`src/hdl/bitplane_tile_row_renderer_macros.svh`:
```
// ----------------------------------------------------------------------------
// bitplane_tile_row_renderer_macros
// assertion macros used by the renderer top level
// ----------------------------------------------------------------------------
`ifndef BITPLANE_TILE_ROW_RENDERER_MACROS_SVH
`define BITPLANE_TILE_ROW_RENDERER_MACROS_SVH

`ifndef ASSERT_OFF

// same-cycle implication, ignored while reset is high
`define BTR_ASSERT_IMP(lbl, clk, rst, ante, cons) \
  lbl: assert property (@(posedge clk) disable iff (rst) (ante) |-> (cons)) \
    else $error("%m: same-cycle check failed");

// next-cycle implication, ignored while reset is high
`define BTR_ASSERT_NXT(lbl, clk, rst, ante, cons) \
  lbl: assert property (@(posedge clk) disable iff (rst) (ante) |=> (cons)) \
    else $error("%m: next-cycle check failed");

`else

`define BTR_ASSERT_IMP(lbl, clk, rst, ante, cons)
`define BTR_ASSERT_NXT(lbl, clk, rst, ante, cons)

`endif

`endif

```
`src/hdl/btr_pkg.sv`:
```
// ----------------------------------------------------------------------------
// btr_pkg
// shared constants, codes and the controller command bundle
// ----------------------------------------------------------------------------
package btr_pkg;

  // parameter defaults
  localparam int MEM_ADDR_BITS_DEF = 16;
  localparam int CELL_ROWS_DEF     = 24;

  // port widths
  localparam int IN_TDATA_W  = 40;
  localparam int OUT_TDATA_W = 24;
  localparam int CFG_INDEX_W = 2;
  localparam int CFG_DATA_W  = 8;

  // item kinds carried on tuser
  localparam logic ACTION_WRITE  = 1'b0;
  localparam logic ACTION_RENDER = 1'b1;

  // configuration register indexes
  localparam logic [CFG_INDEX_W-1:0] REG_NAME_PAGE      = 2'd0;
  localparam logic [CFG_INDEX_W-1:0] REG_PATTERN_BANK   = 2'd1;
  localparam logic [CFG_INDEX_W-1:0] REG_PATTERN_ALWAYS = 2'd2;

  // memory address source; plane codes double as the plane offset / 8
  localparam logic [1:0] SEL_NAME   = 2'd0;
  localparam logic [1:0] SEL_PLANE0 = 2'd1;
  localparam logic [1:0] SEL_PLANE1 = 2'd2;
  localparam logic [1:0] SEL_PLANE2 = 2'd3;

  // glyph source and visible area limits
  localparam logic [7:0]  CODE_RAM_MIN  = 8'hE0;
  localparam logic [16:0] RAM_GLYPH_OFS = 17'h00400;
  localparam logic [4:0]  COL_FIRST     = 5'd2;
  localparam logic [4:0]  COL_LAST      = 5'd29;

  // controller to datapath commands
  typedef struct packed {
    logic       item_load;
    logic       mem_we;
    logic       mem_re;
    logic [1:0] addr_sel;
    logic       code_load;
    logic       plane0_load;
    logic       plane1_load;
    logic       out_load;
  } cmd_t;

endpackage

```
`src/hdl/btr_ctrl.sv`:
```
// ----------------------------------------------------------------------------
// btr_ctrl
// sequencer: one name read then three plane reads per render beat
// ----------------------------------------------------------------------------
module btr_ctrl
  import btr_pkg::*;
(
  input  logic clk,
  input  logic rst,
  input  logic in_valid,
  input  logic in_kind,
  output logic in_ready,
  output logic out_valid,
  input  logic out_ready,
  output cmd_t cmd
);

  localparam logic [2:0] ST_IDLE   = 3'd0;
  localparam logic [2:0] ST_RD_P0  = 3'd1;
  localparam logic [2:0] ST_RD_P1  = 3'd2;
  localparam logic [2:0] ST_RD_P2  = 3'd3;
  localparam logic [2:0] ST_FINISH = 3'd4;

  logic [2:0] state;
  logic [2:0] state_next;
  logic       out_valid_next;
  logic       out_free;
  logic       accept;
  logic       render;

  // output register can take a new result
  assign out_free = !out_valid || out_ready;
  assign in_ready = (state == ST_IDLE) || ((state == ST_FINISH) && out_free);
  assign accept   = in_valid && in_ready;
  assign render   = accept && (in_kind == ACTION_RENDER);

  // command decode and next state
  always_comb begin
    cmd        = '0;
    state_next = state;
    cmd.mem_we    = accept && (in_kind == ACTION_WRITE);
    cmd.item_load = render;
    cmd.mem_re    = render;
    cmd.addr_sel  = SEL_NAME;
    case (state)
      ST_IDLE: begin
        if (render) state_next = ST_RD_P0;
      end
      ST_RD_P0: begin
        cmd.code_load = 1'b1;
        cmd.mem_re    = 1'b1;
        cmd.addr_sel  = SEL_PLANE0;
        state_next    = ST_RD_P1;
      end
      ST_RD_P1: begin
        cmd.plane0_load = 1'b1;
        cmd.mem_re      = 1'b1;
        cmd.addr_sel    = SEL_PLANE1;
        state_next      = ST_RD_P2;
      end
      ST_RD_P2: begin
        cmd.plane1_load = 1'b1;
        cmd.mem_re      = 1'b1;
        cmd.addr_sel    = SEL_PLANE2;
        state_next      = ST_FINISH;
      end
      ST_FINISH: begin
        cmd.out_load = out_free;
        if (out_free) begin
          state_next = render ? ST_RD_P0 : ST_IDLE;
        end
      end
      default: begin
        state_next = ST_IDLE;
      end
    endcase
  end

  // result valid flag
  always_comb begin
    out_valid_next = out_valid;
    if (cmd.out_load) begin
      out_valid_next = 1'b1;
    end else if (out_ready) begin
      out_valid_next = 1'b0;
    end
  end

  always_ff @(posedge clk) begin
    if (rst) begin
      state     <= ST_IDLE;
      out_valid <= 1'b0;
    end else begin
      state     <= state_next;
      out_valid <= out_valid_next;
    end
  end

endmodule

```
`config.mk`:
```
export PLATFORM = sky130hd
export DESIGN_NAME = btr_ctrl
export DESIGN_NICKNAME = d
export VERILOG_FILES = /design/src/hdl/bitplane_tile_row_renderer_macros.svh /design/src/hdl/btr_pkg.sv /design/src/hdl/btr_ctrl.sv
export SDC_FILE = /design/constraint.sdc
export NUM_CORES = 1
export LEC_CHECK = 0
export BUFFER_PORTS_ARGS = -buffer_cell sky130_fd_sc_hd__buf_4
export CORE_AREA = 2 2 39 41
export CTS_CLUSTER_DIAMETER = 40
export DETAILED_ROUTE_END_ITERATION = 12
export DIE_AREA = 0 0 41 43
export GPL_TIMING_DRIVEN = 0
export SKIP_CTS_REPAIR_TIMING = 1
export SKIP_LAST_GASP = 1
export SLEW_MARGIN = 10
export SYNTH_ARGS = -nofsm -noshare
export SYNTH_HDL_FRONTEND = slang
export SYNTH_SLANG_ARGS = --single-unit
```
`constraint.sdc`:
```
create_clock -name clk -period 3 [get_ports clk]
set_clock_uncertainty 0.2 [all_clocks]
set_input_delay 0.3 -clock clk [delete_from_list [all_inputs] [get_ports clk]]
set_output_delay 0.3 -clock clk [all_outputs]
set_load 0.02 [all_outputs]
```
==> results.ini <==
[run_status]
status = finished, final reports clean

[final_layout]
final_area_um2 = 417
area_growth_pct = 59.3
antenna_cells = 0
drive_gt1_share_pct = 47.1
final_nets = 58

[global_route]
grt.total_usage_pct = 7.33
grt_first_pass_wirelength_um = 828
antenna_found_initial = 0
grt_pass1_vias = 216
grt-ovfl-total = 0
grt_max_degree = 9

[power]
ir_worst_vdd_mv = 0.181
leakagePower_uw = 0.000206
p_per_area_mw_per_mm2 = 463

[clocking]
clk_pin_slew_ps = 40
cts_tree = done
clock-root-buffer = clkbuf_4
clock-sinks = 4
clock_latency_ps = 230
htreeDepth = 1
numCtsBuffers = 3
clockBufferDepth = 2

[die]
dieArea_mm2 = 0.00176
die_x_um = 41
core_mm2 = 0.00138
fp.dieH_um = 43
initial_core_util_pct = 18.9
num_rows = 14
ios = 16

[route]
wl_met3_um = 36
via_count = 273
wl_per_cell_um = 8.09
routed_wl_um = 542
route.detailed.drc = 0
vias_per_cell = 4.07
first_pass_iters = 2
met1Wirelength_um = 248
first_iter_violations = 1
wl_met2_um = 250
top_layer = met4
postRouteAntennaNets = 0

[yosys]
synth_top_family_by_area = simple AND/OR/NAND/NOR gates
synth_mux_area_share_pct = 0
synth_xor_area_share_pct = 3.35
ys_async_sr_fraction_pct = 0
synthSimpleGateAreaFrac_pct = 39.7
synth_cells = 33
synth_area_leaders = dfxtp_1 (31%), buf_4 (8.6%), nor2_1 (8.6%), and2b_1 (5.7%), nor2b_4 (5.3%)
synth_fa_ha_area_share_pct = 0
synth_cell_types = 19
synth_nets = 38
synth_warnings = 0
synth.top_cell.area_share_pct = 30.6
synth_compound_area_share_pct = 14.4
ys.flop_type = dfxtp_1
mappedNetlistArea_um2 = 262
synth_seq_cells = 4
synth_common_cells = nor2_1 (6), dfxtp_1 (4), buf_4 (3)
syn_area_per_cell_um2 = 7.92
synth-seq-area-share_pct = 30.6
synth_most_common_cell = nor2_1
synth_edf_count = 0
synth_top_area_cell = dfxtp_1

[worst_setup_path]
worst-setup-path-type = flop to output pin
crit_path_max_fanout = 5
required_ps = 2500
critPathCaptureType = output pin
crit_path_start_kind = flop
cp_data_arrival_time_ps = 1330

[timing]
hold_viol_final = 0
max_slew.worst_pin.slew_ps = 228
slew_viol_final = 0
rsz0062_at_grt = no
fmax_mhz = 547
fin_tns_setup_ps = 0
setup_viol = 0
slew_headroom_pct = 84.6
fin_crit_sh_pct = 61.0
min_period_ps = 1830

[worst_hold_path]
worstHoldPathType = input pin to flop

[placed_design]
io_buffers = 15
hpwl_um = 432
postPlaceCellArea_um2 = 394
place_congestion = 0.670

[job]
drv_cap = 0

[worst max-delay path, cell delays in order, from the launching register on]
cell     delay [ps]
dfxtp_1         300
nor2b_4         140
a211o_1         340
nor2_1          100
buf_4           100
buf_4           120
[registers in the layout (all words and copies together), names as in the netlist]
name       cells
out_valid      1
state          3
[layout by cell type, fill, tap and decap left out, drive strengths merged, types with 2 or more instances in the layout]
| master | instances |
|---|---|
| buf | 19 |
| nor2 | 6 |
| dfxtp | 4 |
| clkbuf | 3 |
| nor2b | 3 |
| nand2 | 2 |
| and2b | 2 |
| a21oi | 2 |
| o21ai | 2 |
[stage by stage]
step / setup WS, ps / total power, uW / utilization, % / std cells / hold WS [ps]
after detailed placement: 1390 / 129 / 28.5 / 64 / 297
after global routing: 1110 / 207 / 30.1 / 67 / 61.5
after CTS: 1150 / 198 / 30.1 / 67 / 49.5
after floorplan: 1320 / 101 / - / 33 / 172
after global placement: 1390 / 128 / 28.5 / 64 / 296
final: 1170 / 193 / 30.1 / 67 / 56.4
[report_power, final]
group	switching [uW]	internal (uW)	leakage (uW)	total [uW]
sequential	2.68	56.3	0.0000326	59.0
combinational	36.6	31.5	0.000159	68.0
clock	21.3	44.7	0.0000138	66.0
[path summary, 6_finish.rpt]
path | start | to | slack [ps] | cells past startpoint
setup / recovery | out_valid | cmd[8] | 1170 | 5
hold / removal | rst | out_valid | 60 | 2
setup reg to reg | state[2] | state[2] | 1820 | 3
hold reg to reg | state[2] | state[1] | 370 | 1
[kinds of logic after synthesis]
family / Yosys count
and+or+nand+nor: 17
DFF: 4
AOI/OAI and AO/OA: 6
buffers and inverters: 5
xor gates and xnor gates: 1
[routing by layer]
layer,GRT usage [%],vias to the layer above
met5,0,-
met4,4.00,0
met3,6.28,2
met2,9.38,9
met1,8.04,116
li1,-,146
[final cells by class]
cell class / instances / area [um^2]
clock buffers: 3 / 22.5
well taps: 16 / 20.0
multi-input cells: 24 / 150
repair buffers: 15 / 113
inverters: 1 / 3.75
fillers: 156 / 967
plain buffers: 4 / 27.5
flip-flops and latches: 4 / 80.1
(Power assumes the default switching activity.)
